===== config.mk =====
export PLATFORM = sky130hd
export DESIGN_NAME = volume_step_and_taper_map_core_flat
export DESIGN_NICKNAME = d
export VERILOG_FILES = /design/src/rtl/core/vstm_pkg.sv /design/src/rtl/core/vstm_ifs.sv /design/src/rtl/core/vstm_muldiv.sv /design/src/rtl/core/volume_step_and_taper_map_core.sv /design/src/flat_wrapper.sv
export SDC_FILE = /design/constraint.sdc
export NUM_CORES = 1
export LEC_CHECK = 0
export CAP_MARGIN = 40
export CORE_ASPECT_RATIO = 0.8
export CORE_UTILIZATION = 44
export DETAILED_ROUTE_END_ITERATION = 8
export DONT_BUFFER_PORTS = 1
export HOLD_SLACK_MARGIN = 0.03
export SLEW_MARGIN = 10
export SYNTH_ARGS = -nofsm -noshare
export SYNTH_HDL_FRONTEND = slang
export SYNTH_SLANG_ARGS = --single-unit

===== constraint.sdc =====
create_clock -name clk -period 6.8 [get_ports clk]
set_clock_uncertainty 0.15 [all_clocks]
set_input_delay 2.04 -clock clk [delete_from_list [all_inputs] [get_ports clk]]
set_output_delay 2.04 -clock clk [all_outputs]
set_load 0.01 [all_outputs]

===== src/rtl/core/vstm_pkg.sv =====
`timescale 1ns / 1ps
// vstm_pkg: shared constants, codes and taper tables for the volume step
// and taper map. No dependencies.
package vstm_pkg;

  // command codes
  localparam logic [1:0] CMD_ABS  = 2'd0;
  localparam logic [1:0] CMD_UP   = 2'd1;
  localparam logic [1:0] CMD_DOWN = 2'd2;
  localparam int unsigned CMD_BITS = 2;

  // configuration register indexes
  localparam int unsigned CFG_IDX_BITS = 2;
  localparam logic [CFG_IDX_BITS-1:0] REG_AXIS_MIN   = 2'd0;
  localparam logic [CFG_IDX_BITS-1:0] REG_AXIS_MAX   = 2'd1;
  localparam logic [CFG_IDX_BITS-1:0] REG_KEY_STEP   = 2'd2;
  localparam logic [CFG_IDX_BITS-1:0] REG_TAPER_MODE = 2'd3;

  // register reset values
  localparam int unsigned AXIS_MIN_RST = 0;
  localparam int unsigned AXIS_MAX_RST = 1936;
  localparam int unsigned KEY_STEP_RST = 135;
  localparam logic        TAPER_RST    = 1'b0;

  // percent fields and taper table
  localparam int unsigned PCT_BITS     = 7;
  localparam int unsigned TAPER_POINTS = 11;
  localparam int unsigned IDX_BITS     = 4;
  localparam logic [PCT_BITS-1:0] PCT_FULL  = 7'd100;
  localparam logic [PCT_BITS-1:0] PCT_TENTH = 7'(TAPER_POINTS - 1);

  typedef logic [PCT_BITS-1:0] pct_t;

  localparam pct_t TAPER_LIN [TAPER_POINTS] =
    '{7'd0, 7'd10, 7'd20, 7'd30, 7'd40, 7'd50, 7'd60, 7'd70, 7'd80, 7'd90, 7'd100};
  localparam pct_t TAPER_AUD [TAPER_POINTS] =
    '{7'd0, 7'd42, 7'd55, 7'd60, 7'd66, 7'd72, 7'd77, 7'd83, 7'd89, 7'd94, 7'd100};

  // taper point lookup; out-of-range index reads the last point
  function automatic pct_t taper_pt(input logic mode, input logic [IDX_BITS-1:0] idx);
    logic [IDX_BITS-1:0] i;
    i = (idx > IDX_BITS'(TAPER_POINTS - 1)) ? IDX_BITS'(TAPER_POINTS - 1) : idx;
    return mode ? TAPER_AUD[i] : TAPER_LIN[i];
  endfunction

endpackage


===== src/rtl/core/vstm_ifs.sv =====
`timescale 1ns / 1ps
// Request channel interfaces for the volume step and taper map.
// Depends on vstm_pkg.
interface vstm_in_if #(
  parameter int RAW_BITS = 12
);
  import vstm_pkg::*;
  logic                valid;
  logic                ready;
  logic [CMD_BITS-1:0] cmd;
  logic [RAW_BITS-1:0] pot_reading;

  modport source (output valid, output cmd, output pot_reading, input ready);
  modport sink   (input valid, input cmd, input pot_reading, output ready);
endinterface

interface vstm_out_if #(
  parameter int RAW_BITS = 12
);
  import vstm_pkg::*;
  logic                valid;
  logic                ready;
  logic [RAW_BITS-1:0] volume_raw;
  logic [PCT_BITS-1:0] drive_pct;
  logic [PCT_BITS-1:0] display_pct;

  modport source (output valid, output volume_raw, output drive_pct, output display_pct,
                  input ready);
  modport sink   (input valid, input volume_raw, input drive_pct, input display_pct,
                  output ready);
endinterface


===== src/rtl/core/vstm_muldiv.sv =====
`timescale 1ns / 1ps
// vstm_muldiv: bit-serial (a*b + c) / d with a 7-bit quotient and a RAW_BITS-wide remainder.
// Depends on vstm_pkg. Caller guarantees the quotient fits 7 bits.
module vstm_muldiv #(
  parameter int RAW_BITS = 12
) (
  input  logic                          clk,
  input  logic                          rst_n,
  input  logic                          start,
  input  logic [RAW_BITS-1:0]           a,
  input  logic [vstm_pkg::PCT_BITS-1:0] b,
  input  logic [RAW_BITS-1:0]           c,
  input  logic [RAW_BITS-1:0]           d,
  output logic                          done,
  output logic [vstm_pkg::PCT_BITS-1:0] quo,
  output logic [RAW_BITS-1:0]           rem
);
  import vstm_pkg::*;

  localparam int PB = PCT_BITS;
  localparam int NW = RAW_BITS + PB;
  localparam int CNT_BITS = $clog2(PB);
  localparam logic [CNT_BITS-1:0] CNT_LAST = CNT_BITS'(PB - 1);

  typedef enum logic [1:0] {AS_IDLE, AS_MUL, AS_SUM, AS_DIV} as_state_t;

  as_state_t           state_r, state_nxt;
  logic [CNT_BITS-1:0] cnt_r, cnt_nxt;
  logic [RAW_BITS-1:0] a_r, a_nxt, c_r, c_nxt, d_r, d_nxt, rem_r, rem_nxt;
  logic [PB-1:0]       b_r, b_nxt, quo_r, quo_nxt;
  logic [NW-1:0]       acc_r, acc_nxt;
  logic                done_r, done_nxt;

  logic [NW-1:0]       sum;
  logic [RAW_BITS:0]   trial;
  logic                ge;

  assign sum   = acc_r + NW'(c_r);
  assign trial = {rem_r, acc_r[PB-1]};
  assign ge    = trial >= {1'b0, d_r};

  always_comb begin
    state_nxt = state_r;
    cnt_nxt   = cnt_r;
    a_nxt     = a_r;
    b_nxt     = b_r;
    c_nxt     = c_r;
    d_nxt     = d_r;
    acc_nxt   = acc_r;
    rem_nxt   = rem_r;
    quo_nxt   = quo_r;
    done_nxt  = 1'b0;
    case (state_r)
      AS_IDLE: begin
        if (start) begin
          a_nxt     = a;
          b_nxt     = b;
          c_nxt     = c;
          d_nxt     = d;
          acc_nxt   = '0;
          cnt_nxt   = '0;
          state_nxt = AS_MUL;
        end
      end
      AS_MUL: begin
        // MSB-first shift-add over b
        acc_nxt = {acc_r[NW-2:0], 1'b0} + (b_r[PB-1] ? NW'(a_r) : '0);
        b_nxt   = {b_r[PB-2:0], 1'b0};
        cnt_nxt = cnt_r + 1'b1;
        if (cnt_r == CNT_LAST) begin
          state_nxt = AS_SUM;
        end
      end
      AS_SUM: begin
        // high part is already below d since the quotient fits PB bits
        acc_nxt   = sum;
        rem_nxt   = sum[NW-1:PB];
        cnt_nxt   = '0;
        state_nxt = AS_DIV;
      end
      AS_DIV: begin
        rem_nxt = ge ? RAW_BITS'(trial - {1'b0, d_r}) : trial[RAW_BITS-1:0];
        quo_nxt = {quo_r[PB-2:0], ge};
        acc_nxt = {acc_r[NW-2:0], 1'b0};
        cnt_nxt = cnt_r + 1'b1;
        if (cnt_r == CNT_LAST) begin
          done_nxt  = 1'b1;
          state_nxt = AS_IDLE;
        end
      end
      default: begin
        state_nxt = AS_IDLE;
      end
    endcase
  end

  always_ff @(posedge clk) begin
    if (!rst_n) begin
      state_r <= AS_IDLE;
      cnt_r   <= '0;
      done_r  <= 1'b0;
    end else begin
      state_r <= state_nxt;
      cnt_r   <= cnt_nxt;
      done_r  <= done_nxt;
    end
    a_r   <= a_nxt;
    b_r   <= b_nxt;
    c_r   <= c_nxt;
    d_r   <= d_nxt;
    acc_r <= acc_nxt;
    rem_r <= rem_nxt;
    quo_r <= quo_nxt;
  end

  assign done = done_r;
  assign quo  = quo_r;
  assign rem  = rem_r;

endmodule


===== src/rtl/core/volume_step_and_taper_map_core.sv =====
`timescale 1ns / 1ps
// Volume step and taper map core. Raw values at either axis end settle without
// division; other values run three passes through the one bit-serial mul/div
// unit (7 multiply steps, 7 divide steps). A new request is accepted only once
// the previous result has been loaded into the output register.
// Reset (synchronous, rst_n low): registers to 0/1936/135/linear, volume 968.
module volume_step_and_taper_map_core #(
  parameter int RAW_BITS = 12
) (
  input  logic                              clk,
  input  logic                              rst_n,
  vstm_in_if.sink                           in_ch,
  vstm_out_if.source                        out_ch,
  input  logic                              cfg_we,
  input  logic [vstm_pkg::CFG_IDX_BITS-1:0] cfg_index,
  input  logic [RAW_BITS-1:0]               cfg_wdata
);
  import vstm_pkg::*;

  localparam logic [RAW_BITS-1:0] CUR_RST = RAW_BITS'((AXIS_MIN_RST + AXIS_MAX_RST) / 2);

  typedef enum logic [2:0] {
    ST_IDLE, ST_DRIVE, ST_W_DRIVE, ST_IDX, ST_W_IDX, ST_INTERP, ST_W_INTERP, ST_DONE
  } st_t;

  // config registers
  logic [RAW_BITS-1:0] axis_min_r, axis_min_nxt, axis_max_r, axis_max_nxt;
  logic [RAW_BITS-1:0] key_step_r, key_step_nxt;
  logic                taper_r, taper_nxt;

  // sequencer state and working registers
  st_t                 state_r, state_nxt;
  logic [RAW_BITS-1:0] cur_r, cur_nxt;
  logic [RAW_BITS-1:0] off_r, off_nxt, span_r, span_nxt, part_r, part_nxt;
  logic [IDX_BITS-1:0] idx_r, idx_nxt;
  pct_t                drive_r, drive_nxt, disp_r, disp_nxt;

  // output stage
  logic                out_valid_r, out_valid_nxt;
  logic [RAW_BITS-1:0] out_raw_r, out_raw_nxt;
  pct_t                out_drive_r, out_drive_nxt, out_disp_r, out_disp_nxt;

  // next raw volume from the request
  logic                in_fire;
  logic [RAW_BITS+1:0] up_sum;
  logic [RAW_BITS:0]   dn_lim;
  logic [RAW_BITS-1:0] raw_new;

  // mul/div unit
  logic                md_start, md_done;
  logic [RAW_BITS-1:0] md_a, md_c, md_rem;
  pct_t                md_b, md_quo;
  pct_t                tap_lo, tap_hi;

  assign in_ch.ready = (state_r == ST_IDLE);
  assign in_fire     = in_ch.valid && in_ch.ready;

  assign up_sum = {2'b00, cur_r} + {2'b00, key_step_r};
  assign dn_lim = {1'b0, axis_min_r} + {1'b0, key_step_r};

  always_comb begin
    raw_new = cur_r;
    case (in_ch.cmd)
      CMD_ABS: begin
        // upper clamp wins when the axis is inverted
        if (in_ch.pot_reading > axis_max_r) begin
          raw_new = axis_max_r;
        end else if (in_ch.pot_reading < axis_min_r) begin
          raw_new = axis_min_r;
        end else begin
          raw_new = in_ch.pot_reading;
        end
      end
      CMD_UP: begin
        raw_new = (up_sum <= {2'b00, axis_max_r}) ? up_sum[RAW_BITS-1:0] : axis_max_r;
      end
      CMD_DOWN: begin
        raw_new = ({1'b0, cur_r} >= dn_lim) ? RAW_BITS'(cur_r - key_step_r) : axis_min_r;
      end
      default: begin
        raw_new = cur_r;  // unused code holds the volume
      end
    endcase
  end

  // table points around the current segment
  assign tap_lo = taper_pt(taper_r, idx_r);
  assign tap_hi = taper_pt(taper_r, IDX_BITS'(idx_r + 1'b1));

  // operand select: drive = (off*100 + span/2)/span,
  // segment = off*10 / span, interp = ((hi-lo)*part + span/2)/span
  always_comb begin
    md_start = 1'b0;
    md_a     = off_r;
    md_b     = PCT_FULL;
    md_c     = span_r >> 1;
    case (state_r)
      ST_DRIVE: begin
        md_start = 1'b1;
      end
      ST_IDX: begin
        md_start = 1'b1;
        md_b     = PCT_TENTH;
        md_c     = '0;
      end
      ST_INTERP: begin
        md_start = 1'b1;
        md_a     = part_r;
        md_b     = tap_hi - tap_lo;
      end
      default: begin
        md_start = 1'b0;
      end
    endcase
  end

  vstm_muldiv #(
    .RAW_BITS (RAW_BITS)
  ) u_muldiv (
    .clk   (clk),
    .rst_n (rst_n),
    .start (md_start),
    .a     (md_a),
    .b     (md_b),
    .c     (md_c),
    .d     (span_r),
    .done  (md_done),
    .quo   (md_quo),
    .rem   (md_rem)
  );

  always_comb begin
    axis_min_nxt  = axis_min_r;
    axis_max_nxt  = axis_max_r;
    key_step_nxt  = key_step_r;
    taper_nxt     = taper_r;
    state_nxt     = state_r;
    cur_nxt       = cur_r;
    off_nxt       = off_r;
    span_nxt      = span_r;
    part_nxt      = part_r;
    idx_nxt       = idx_r;
    drive_nxt     = drive_r;
    disp_nxt      = disp_r;
    out_valid_nxt = out_valid_r;
    out_raw_nxt   = out_raw_r;
    out_drive_nxt = out_drive_r;
    out_disp_nxt  = out_disp_r;

    if (cfg_we) begin
      case (cfg_index)
        REG_AXIS_MIN:   axis_min_nxt = cfg_wdata;
        REG_AXIS_MAX:   axis_max_nxt = cfg_wdata;
        REG_KEY_STEP:   key_step_nxt = cfg_wdata;
        REG_TAPER_MODE: taper_nxt    = cfg_wdata[0];
        default: begin
        end
      endcase
    end

    if (out_valid_r && out_ch.ready) begin
      out_valid_nxt = 1'b0;
    end

    case (state_r)
      ST_IDLE: begin
        if (in_fire) begin
          cur_nxt  = raw_new;
          off_nxt  = raw_new - axis_min_r;
          span_nxt = axis_max_r - axis_min_r;
          // axis ends settle without division; covers a degenerate axis too
          if (raw_new >= axis_max_r) begin
            drive_nxt = PCT_FULL;
            disp_nxt  = taper_pt(taper_r, IDX_BITS'(TAPER_POINTS - 1));
            state_nxt = ST_DONE;
          end else if (raw_new <= axis_min_r) begin
            drive_nxt = '0;
            disp_nxt  = '0;
            state_nxt = ST_DONE;
          end else begin
            state_nxt = ST_DRIVE;
          end
        end
      end
      ST_DRIVE:  state_nxt = ST_W_DRIVE;
      ST_W_DRIVE: begin
        if (md_done) begin
          drive_nxt = md_quo;
          state_nxt = ST_IDX;
        end
      end
      ST_IDX:    state_nxt = ST_W_IDX;
      ST_W_IDX: begin
        if (md_done) begin
          idx_nxt   = (md_quo > PCT_BITS'(TAPER_POINTS - 2)) ?
                      IDX_BITS'(TAPER_POINTS - 2) : md_quo[IDX_BITS-1:0];
          part_nxt  = md_rem;
          state_nxt = ST_INTERP;
        end
      end
      ST_INTERP: state_nxt = ST_W_INTERP;
      ST_W_INTERP: begin
        if (md_done) begin
          disp_nxt  = tap_lo + md_quo;
          state_nxt = ST_DONE;
        end
      end
      ST_DONE: begin
        // wait for the output register to free up
        if (!out_valid_r || out_ch.ready) begin
          out_valid_nxt = 1'b1;
          out_raw_nxt   = cur_r;
          out_drive_nxt = drive_r;
          out_disp_nxt  = disp_r;
          state_nxt     = ST_IDLE;
        end
      end
      default: begin
        state_nxt = ST_IDLE;
      end
    endcase
  end

  always_ff @(posedge clk) begin
    if (!rst_n) begin
      axis_min_r  <= RAW_BITS'(AXIS_MIN_RST);
      axis_max_r  <= RAW_BITS'(AXIS_MAX_RST);
      key_step_r  <= RAW_BITS'(KEY_STEP_RST);
      taper_r     <= TAPER_RST;
      state_r     <= ST_IDLE;
      cur_r       <= CUR_RST;
      out_valid_r <= 1'b0;
    end else begin
      axis_min_r  <= axis_min_nxt;
      axis_max_r  <= axis_max_nxt;
      key_step_r  <= key_step_nxt;
      taper_r     <= taper_nxt;
      state_r     <= state_nxt;
      cur_r       <= cur_nxt;
      out_valid_r <= out_valid_nxt;
    end
    off_r       <= off_nxt;
    span_r      <= span_nxt;
    part_r      <= part_nxt;
    idx_r       <= idx_nxt;
    drive_r     <= drive_nxt;
    disp_r      <= disp_nxt;
    out_raw_r   <= out_raw_nxt;
    out_drive_r <= out_drive_nxt;
    out_disp_r  <= out_disp_nxt;
  end

  assign out_ch.valid       = out_valid_r;
  assign out_ch.volume_raw  = out_raw_r;
  assign out_ch.drive_pct   = out_drive_r;
  assign out_ch.display_pct = out_disp_r;

`ifndef NO_ASSERTIONS
  // the mul/div unit only finishes while the sequencer waits on it
  a_done_waited: assert property (@(posedge clk) disable iff (!rst_n)
    md_done |-> (state_r == ST_W_DRIVE || state_r == ST_W_IDX || state_r == ST_W_INTERP))
    else $error("mul/div finished outside a wait state");

  // a new result is only loaded from the done state
  a_load_from_done: assert property (@(posedge clk) disable iff (!rst_n)
    $rose(out_valid_r) |-> $past(state_r == ST_DONE))
    else $error("result loaded outside the done state");

  // both percents stay within 0..100
  a_pct_range: assert property (@(posedge clk) disable iff (!rst_n)
    out_valid_r |-> (out_drive_r <= PCT_FULL && out_disp_r <= PCT_FULL))
    else $error("percent out of range");
`endif

endmodule

===== src/flat_wrapper.sv =====
// flat-port wrapper written by rule: the top's interface ports become plain ports
module volume_step_and_taper_map_core_flat import vstm_pkg::*;
#(
  parameter int RAW_BITS = 12
)
  (clk, rst_n, cfg_we, cfg_index, cfg_wdata, in_ch_valid, in_ch_cmd, in_ch_pot_reading, in_ch_ready, out_ch_valid, out_ch_volume_raw, out_ch_drive_pct, out_ch_display_pct, out_ch_ready);
  vstm_in_if #(.RAW_BITS(RAW_BITS)) in_ch_i ();
  vstm_out_if #(.RAW_BITS(RAW_BITS)) out_ch_i ();
  input  logic clk;
  input  logic rst_n;
  input  logic cfg_we;
  input  logic [vstm_pkg::CFG_IDX_BITS-1:0] cfg_index;
  input  logic [RAW_BITS-1:0] cfg_wdata;
  input wire logic [$bits(in_ch_i.valid)-1:0] in_ch_valid;
  input wire logic [$bits(in_ch_i.cmd)-1:0] in_ch_cmd;
  input wire logic [$bits(in_ch_i.pot_reading)-1:0] in_ch_pot_reading;
  output wire logic [$bits(in_ch_i.ready)-1:0] in_ch_ready;
  output wire logic [$bits(out_ch_i.valid)-1:0] out_ch_valid;
  output wire logic [$bits(out_ch_i.volume_raw)-1:0] out_ch_volume_raw;
  output wire logic [$bits(out_ch_i.drive_pct)-1:0] out_ch_drive_pct;
  output wire logic [$bits(out_ch_i.display_pct)-1:0] out_ch_display_pct;
  input wire logic [$bits(out_ch_i.ready)-1:0] out_ch_ready;
  assign in_ch_i.valid = in_ch_valid;
  assign in_ch_i.cmd = in_ch_cmd;
  assign in_ch_i.pot_reading = in_ch_pot_reading;
  assign in_ch_ready = in_ch_i.ready;
  assign out_ch_valid = out_ch_i.valid;
  assign out_ch_volume_raw = out_ch_i.volume_raw;
  assign out_ch_drive_pct = out_ch_i.drive_pct;
  assign out_ch_display_pct = out_ch_i.display_pct;
  assign out_ch_i.ready = out_ch_ready;
  volume_step_and_taper_map_core #(.RAW_BITS(RAW_BITS)) u_core (.clk(clk), .rst_n(rst_n), .in_ch(in_ch_i), .out_ch(out_ch_i), .cfg_we(cfg_we), .cfg_index(cfg_index), .cfg_wdata(cfg_wdata));
endmodule

**After elaboration in Yosys (flattened, before gate mapping)**

Memory sizes are Yosys's and may differ from the RTL's.
Cells that the tools add are included.

- Bits in registers: 220
- Bits in read-only memories: 448
- Input port bits: 33
- Output and inout port bits: 28
- Logic and storage cells: 162
- Memories: 4

Memory list:

| name | depth | width | read ports | clocked after Yosys merged registers in | wr ports | line | RTL |
|---|---|---|---|---|---|---|---|
| (no name shown) | 16 | 7 | 1 | 0 | 0 | vstm_pkg.sv:43 | `return mode ? TAPER_AUD[i] : TAPER_LIN[i];` |
| (no name shown) | 16 | 7 | 1 | 0 | 0 | vstm_pkg.sv:43 |  |
| (no name shown) | 16 | 7 | 1 | 0 | 0 | vstm_pkg.sv:43 |  |
| (no name shown) | 16 | 7 | 1 | 0 | 0 | vstm_pkg.sv:43 |  |

- $add $sub $neg: 12
- Order comparisons: 12
- Eq/ne operators: 25
- Muxes and demuxes: 52
- Bitwise operators: 2
- Reductions and logical operators: 28

Operators by type and width:

| cell | number |
|---|---|
| $mux W7 | 16 |
| $mux W12 | 7 |
| $pmux W19 S4 | 1 |
| $pmux W7 S2 | 4 |
| $sub A12 B12 Y12 | 4 |
| $add A19 B12 Y19 | 2 |
| $pmux W12 S3 | 1 |
| $add A12 B12 Y13 | 2 |
| $mux W3 | 8 |
| $pmux W12 S2 | 1 |
| $pmux W3 S8 | 1 |
| $reduce_and A2 Y1 | 10 |
| $mux W19 | 1 |
| $eq A3 B3 Y1 const B | 5 |
| $le A14 B12 Y1 | 1 |
| $ge A12 B13 Y1 | 1 |
| $ge A13 B12 Y1 | 1 |
| $ge A12 B12 Y1 | 1 |
| $gt A12 B12 Y1 | 1 |
| $le A12 B12 Y1 | 1 |
| $lt A12 B12 Y1 | 1 |
| $ne A2 B2 Y1 const B | 6 |
| $eq A2 B2 Y1 const B | 5 |
| $ge A5 B5 Y1 const B | 2 |
| other kinds (28) | 48 |

**Longest topological paths before layout**

- Depth after elaboration: 12
- Gate-level depth with buffers: 30
- Gate-level depth less buffers: 29

**Modules after synthesis**

Synthesis repeated with hierarchy kept, for this count alone.

- Cells, all modules: 1,649
- Area total of the unflattened synthesis: 15,841.4 um2

Modules (own cells, without submodules):

| module | times used | cells each | area each (um2) | seq. area each (um2) |
|---|---|---|---|---|
| volume_step_and_taper_map_core | 1 | 1,177 | 10,561.4 | 3,463.3 |
| vstm_muldiv | 1 | 472 | 5,280.1 | 2,552.4 |

**Worst setup path after synthesis**

No wires, ideal clock.

- Kind: in2reg
- Start: in in_ch_pot_reading[9]
- End: reg u_core.drive_r[0], enable pin
- Setup time: 0.279 ns
- Arrival: 5.937 ns
- Required time: 6.371 ns
- Setup slack: 0.435 ns
- Stages: 18
- Buffers on the path: 1
- Cell sequence: ha_1 > a2111oi_0 > o21ai_1 > a221oi_4 > buf_6 > mux2i_1 > nand2_1 > o211ai_1 > o211ai_1 > mux2_2 > ha_1 > or2_2 > a31oi_1 > o21ai_0 > a221o_1 > a211oi_1 > nor2_1 > o22a_1

- Longest elaborated chain between the ends: 7
- Elaborated cells between the ends (all ways): 9
- Those cells by class: order compare: 4; eq/ne: 1; mux: 3; reduce/logical: 1

Ends and longest elaborated chain:

| element | line | RTL |
|---|---|---|
| start: declaration | flat_wrapper.sv:16 | `input wire logic [$bits(in_ch_i.pot_reading)-1:0] in_ch_pot_reading;` |
| $lt A12 B12 Y1 | volume_step_and_taper_map_core.sv:68 | `end else if (in_ch.pot_reading < axis_min_r) begin` |
| $mux W12 | volume_step_and_taper_map_core.sv:68 |  |
| $mux W12 * | volume_step_and_taper_map_core.sv:66 | `if (in_ch.pot_reading > axis_max_r) begin` |
| $pmux W12 S3 * | volume_step_and_taper_map_core.sv:63 | `case (in_ch.cmd)` |
| named net u_core.raw_new[2] | volume_step_and_taper_map_core.sv:47 | `logic [RAW_BITS-1:0] raw_new;` |
| $le A12 B12 Y1 or $ge A12 B12 Y1 (tied branches) | volume_step_and_taper_map_core.sv:176, volume_step_and_taper_map_core.sv:172 |  |
| $ne A3 B3 Y1 (no source line) * | - |  |
| $reduce_and A4 Y1 (no source line) * | - |  |
| end signal: assignment | volume_step_and_taper_map_core.sv:246 | `drive_r <= drive_nxt;` |
| end: declaration | volume_step_and_taper_map_core.sv:36 | `pct_t drive_r, drive_nxt, disp_r, disp_nxt;` |

The timed path passes the listed nets; every way through them passes the cells marked *.
A chain may end at the register's enable or synchronous reset.

**Worst setup path in the final report**

- Start: reg u_core.key_step_r[1]
- End: reg u_core.disp_r[3], enable pin

- Longest elaborated chain between the ends: 7
- Elaborated cells between the ends (all ways): 12
- Those cells by class: add/sub: 3; order compare: 4; eq/ne: 1; mux: 3; reduce/logical: 1

Ends and longest elaborated chain:

| element | line | RTL |
|---|---|---|
| start: declaration | volume_step_and_taper_map_core.sv:28 | `logic [RAW_BITS-1:0] key_step_r, key_step_nxt;` |
| start signal: assignment | volume_step_and_taper_map_core.sv:228 | `key_step_r <= RAW_BITS'(KEY_STEP_RST);` |
| start signal: assignment | volume_step_and_taper_map_core.sv:236 | `key_step_r <= key_step_nxt;` |
| $add A12 B12 Y13 (on tied branches) | volume_step_and_taper_map_core.sv:58, volume_step_and_taper_map_core.sv:59 |  |
| $le A14 B12 Y1 or $ge A12 B13 Y1 (tied branches) | volume_step_and_taper_map_core.sv:75, volume_step_and_taper_map_core.sv:78 |  |
| $mux W12 (on tied branches) | volume_step_and_taper_map_core.sv:75, volume_step_and_taper_map_core.sv:78 |  |
| $pmux W12 S3 * | volume_step_and_taper_map_core.sv:63 |  |
| $le A12 B12 Y1 or $ge A12 B12 Y1 (tied branches) | volume_step_and_taper_map_core.sv:176, volume_step_and_taper_map_core.sv:172 |  |
| $ne A3 B3 Y1 (no source line) * | - |  |
| $reduce_and A4 Y1 (no source line) * | - |  |
| end signal: assignment | volume_step_and_taper_map_core.sv:247 | `disp_r <= disp_nxt;` |
| end: declaration | volume_step_and_taper_map_core.sv:36 |  |

Every way passes the cells marked *; elsewhere a longest branch is shown, timed or not.

==> results.md <==
- Max VDD drop: between 200 and 300 uV
- Total GRT Usage: 0.2361
- Final nets: between 1500 and 2000
- Finished Layout Cells: 2198
- Crit path kind: register to register
- Clock Path Buffers: 3
- Via-to-Cell Ratio: approximately 5.8
- Reg2reg setup slack: about 0.38 ns
- Fin crit share: 0.9442
- Hold WC Path Type: register to register
- Final setup fails: 0
- First-pass GRT wire length: 69.45 mm
- Final TNS setup: 0 ns
- Worst setup SP type: register
- Final Hold Slack: between 0.2 and 0.3 ns
- Layout cells sized above 1: 0.09779
- R2r endpoint: u_core.disp_r[3]$_SDFFCE_PN0P_
- Crit. End Element: register
- Max incr delay on CP: between 0.4 and 0.5 ns
- Post-synth EDFFs: 160
- Synthesized area: ~16000 um2
- Top Ports: slightly above 60
- Placement Rows: 62
- I/O Buffers: 0
- Clock-pin transition on the worst setup and hold timing paths: around 0.06 ns
- Reg2reg start: u_core.key_step_r[1]$_SDFFE_PN1P_
- Avg Inst Size Synth: 9.545 um2
- Setup crit start: u_core.key_step_r[1]$_SDFFE_PN1P_
- Drt pass-1 iters: 7
- Vias in the first global route: ~12000
- Gp weighted congestion: 0.9243
- H-tree depth: 1
- Ranking of synthesized cells by area: edfxtp_1 (30%), ha_1 (15%), dfxtp_1 (7.4%), a21oi_1 (3.6%), nor2_1 (3.3%)
- Clk sink count: 219
- Pwr Total: slightly above 7 mW
- CTS tree: done
- Placed Area: between 15000 and 20000 um2
- Largest net degree at the start of global routing: between 60 and 70
- FILL cells: 3281
- Async S/R FF share, synth: 0
- Leakage: between 7 and 8 nW
- Worst Tran Pin Value: 0.8611 ns
- CP Capture Point: u_core.disp_r[3]$_SDFFCE_PN0P_
- Worst path depth: 27
- Synth area leader: edfxtp_1
- Grt ovf: 0
- Power density over the cells: between 400 and 500 nW/um2
- Reg2Reg Depth: 27
- Area Overhead vs Synth: 11.22%
- Seq/Total Area, Yosys: 0.3733
- Worst skew pair latency: approximately 0.56 ns
- Required time of the critical path: a little under 7 ns
- Initial Util: 0.4465
- Minimum clock period: between 6 and 7 ns
- Predominant post-synthesis flop cell: edfxtp_1
- Area of the multi-input gates: 9479 um2
- Placed insts: ~2100
- Width of the die: between 200 and 250 um
- Crit path max-delay family: compound AO/OA/AOI/OAI gates
- Die height: ~170 um
- Ant. Diodes: 0
- Final Hold Viols: 0
- DR vias: 12760
- Synth top area share: 0.2996
- Syn_nets: roughly 1900
- Fmax: approximately 160 MHz
- Root Buffer: clkbuf_16
- Status: finished, final reports clean
- Storage cell area: between 5000 and 6000 um2
- ANT nets after route: 0
- Max Cap Viol: 0
- Drt wl/cell: between 20 and 25 um
- DIE AREA: 37220 um2
- Core area: 35920 um2
- Critical path fanouts, max: 7
- Max-slew violation count: 0
- Initial antenna violation count: 0
- Crit path buffers/inverters: 4
- HPWL after detailed placement: between 30 and 40 mm
- Slew headroom: 0.4218
- Num CTS Buffers: 26
- Post-Syn Instances: approximately 1700
- Library cells used by synthesis: 86
- Warnings from Yosys: 0
- WP data arrival: between 6 and 7 ns
- DRC Markers: 0
- Yosys reg bits: about 220
- RSZ-0062 raised after global routing: no
- 1st-iter DRT viols: 1067
- Final Cell Area: about 18000 um2
- Post-Route WL: 44.26 mm
- CP max-delay cell: a221o_1
cells by family after synthesis:
| kind of cell | count (synthesis) | share of synthesized area |
|---|---|---|
| compound gates | 456 | 0.1918 |
| xor+xnor | 90 | 0.04916 |
| fa+ha+maj | 198 | 0.1592 |
| buf+inv | 171 | 0.04245 |
| flops | 219 | 0.3733 |
| mux | 55 | 0.03714 |
| simple gates | 491 | 0.1470 |
synthesized netlist by cell type (all sizes together) (16+ instances only):
cell type,n
xnor2,54
a21o,38
a31oi,20
and2,33
nor2b,38
mux2i,28
a211oi,18
nor3,41
o21ai,90
dfxtp,59
inv,106
xor2,36
nand3,29
mux2,27
o211ai,28
o21a,18
clkbuf,52
edfxtp,160
nor2,141
nand2,127
a21boi,23
ha,188
a21oi,118
nand2b,16
report_power, final:
group | internal [mW] | total, mW | switching, mW
Combinational | 1.46 | 3.50 | 2.04
Clock | 0.944 | 1.54 | 0.592
Sequential | 1.94 | 2.20 | 0.255
Total | 4.34 | 7.23 | 2.89
state kept, by name (all words and copies together) (netlist names), 11 cells and up:
name,flops
u_core.span_r,12
u_core.u_muldiv.d_r,12
u_core.u_muldiv.acc_r,19
u_core.cur_r,12
u_core.off_r,12
u_core.out_ch.volume_raw,12
u_core.u_muldiv.rem,12
u_core.key_step_r,12
u_core.u_muldiv.a_r,12
u_core.u_muldiv.c_r,11
u_core.axis_min_r,12
u_core.part_r,12
u_core.axis_max_r,12
timing repair:
item / 4_1_cts / 5_1_grt
pin swaps: 0 / 8
endpoints found under the setup margin: 14 / 23
hold buffers: 0 / 0
resized for setup: 1 / 21
endpoints found under the hold margin: 0 / 0
buffers inserted: 0 / 4
cloned: 0 / 1
routing by layer:
metal	share of wire	GRT usage
met5	0	0
met3	0.067	0.04028
met4	0.022	0.05585
met2	0.43	0.3547
met1	0.49	0.3514
cell type report:
type,instances,share of cell area
inverter,108,0.02273
tap,480,0.03367
timing repair buffer,52,0.02371
clock buffer,31,0.03809
sequential,219,0.3358
clock inverter,17,0.01452
multi-input combinational,1291,0.5315
worst reg2reg max path, cell delays in order, from the launching register on:
cell	delay, ns
dfxtp_1	0.37
inv_1	0.15
ha_1	0.32
nand2b_1	0.17
a211oi_1	0.23
buf_4	0.18
o21ai_0	0.10
xor2_1	0.31
ha_1	0.31
a211o_1	0.29
o211ai_1	0.09
a21oi_1	0.11
a2111oi_2	0.26
o22a_2	0.33
nor3_1	0.07
a311oi_1	0.31
buf_4	0.17
o22ai_2	0.06
ha_1	0.31
nand2b_1	0.14
a211o_1	0.31
a31oi_2	0.22
o21ai_0	0.11
a221o_1	0.42
a211oi_2	0.19
buf_4	0.17
nor2_2	0.05
a31o_4	0.27
metrics by stage:
stage          utilization  worst slack, ns
3_3_place_gp        0.4650         -0.01217
6_report            0.4966           0.3795
3_5_place_dp        0.4662         -0.07742
2_1_floorplan            -           0.4346
4_1_cts             0.4924         0.007690
5_1_grt             0.4966         0.009631
worst min-delay path by stage:
stage                                    start                                     end  slack [ns]  cells past startpoint
2_1_floorplan   u_core.disp_r[0]$_SDFFCE_PN0P_  u_core.out_ch.display_pct[0]$_DFFE_PP_        0.25                      0
3_3_place_gp        u_core.disp_r[2]$_DFFE_PP_  u_core.out_ch.display_pct[2]$_DFFE_PP_        0.25                      0
3_5_place_dp   u_core.drive_r[4]$_SDFFCE_PN0P_    u_core.out_ch.drive_pct[4]$_DFFE_PP_        0.26                      0
6_report           u_core.drive_r[5]$_DFFE_PP_    u_core.out_ch.drive_pct[5]$_DFFE_PP_        0.27                      0
5_1_grt         u_core.disp_r[1]$_SDFFCE_PN0P_  u_core.out_ch.display_pct[1]$_DFFE_PP_        0.28                      0
4_1_cts            u_core.drive_r[5]$_DFFE_PP_    u_core.out_ch.drive_pct[5]$_DFFE_PP_        0.27                      0
cell usage in the layout, fill, tap and decap left out, types with 36 or more instances in the layout:
master	netlist	final
ha_1	188	187
buf_4	1	50
nand2_1	127	127
nor2b_1	38	36
o21ai_0	87	85
a21oi_1	116	112
a21o_1	38	38
xor2_1	36	36
dfxtp_1	59	57
edfxtp_1	160	160
nor2_1	141	140
nor3_1	41	40
inv_1	106	106
xnor2_1	54	54
(Power assumes the default switching activity.)
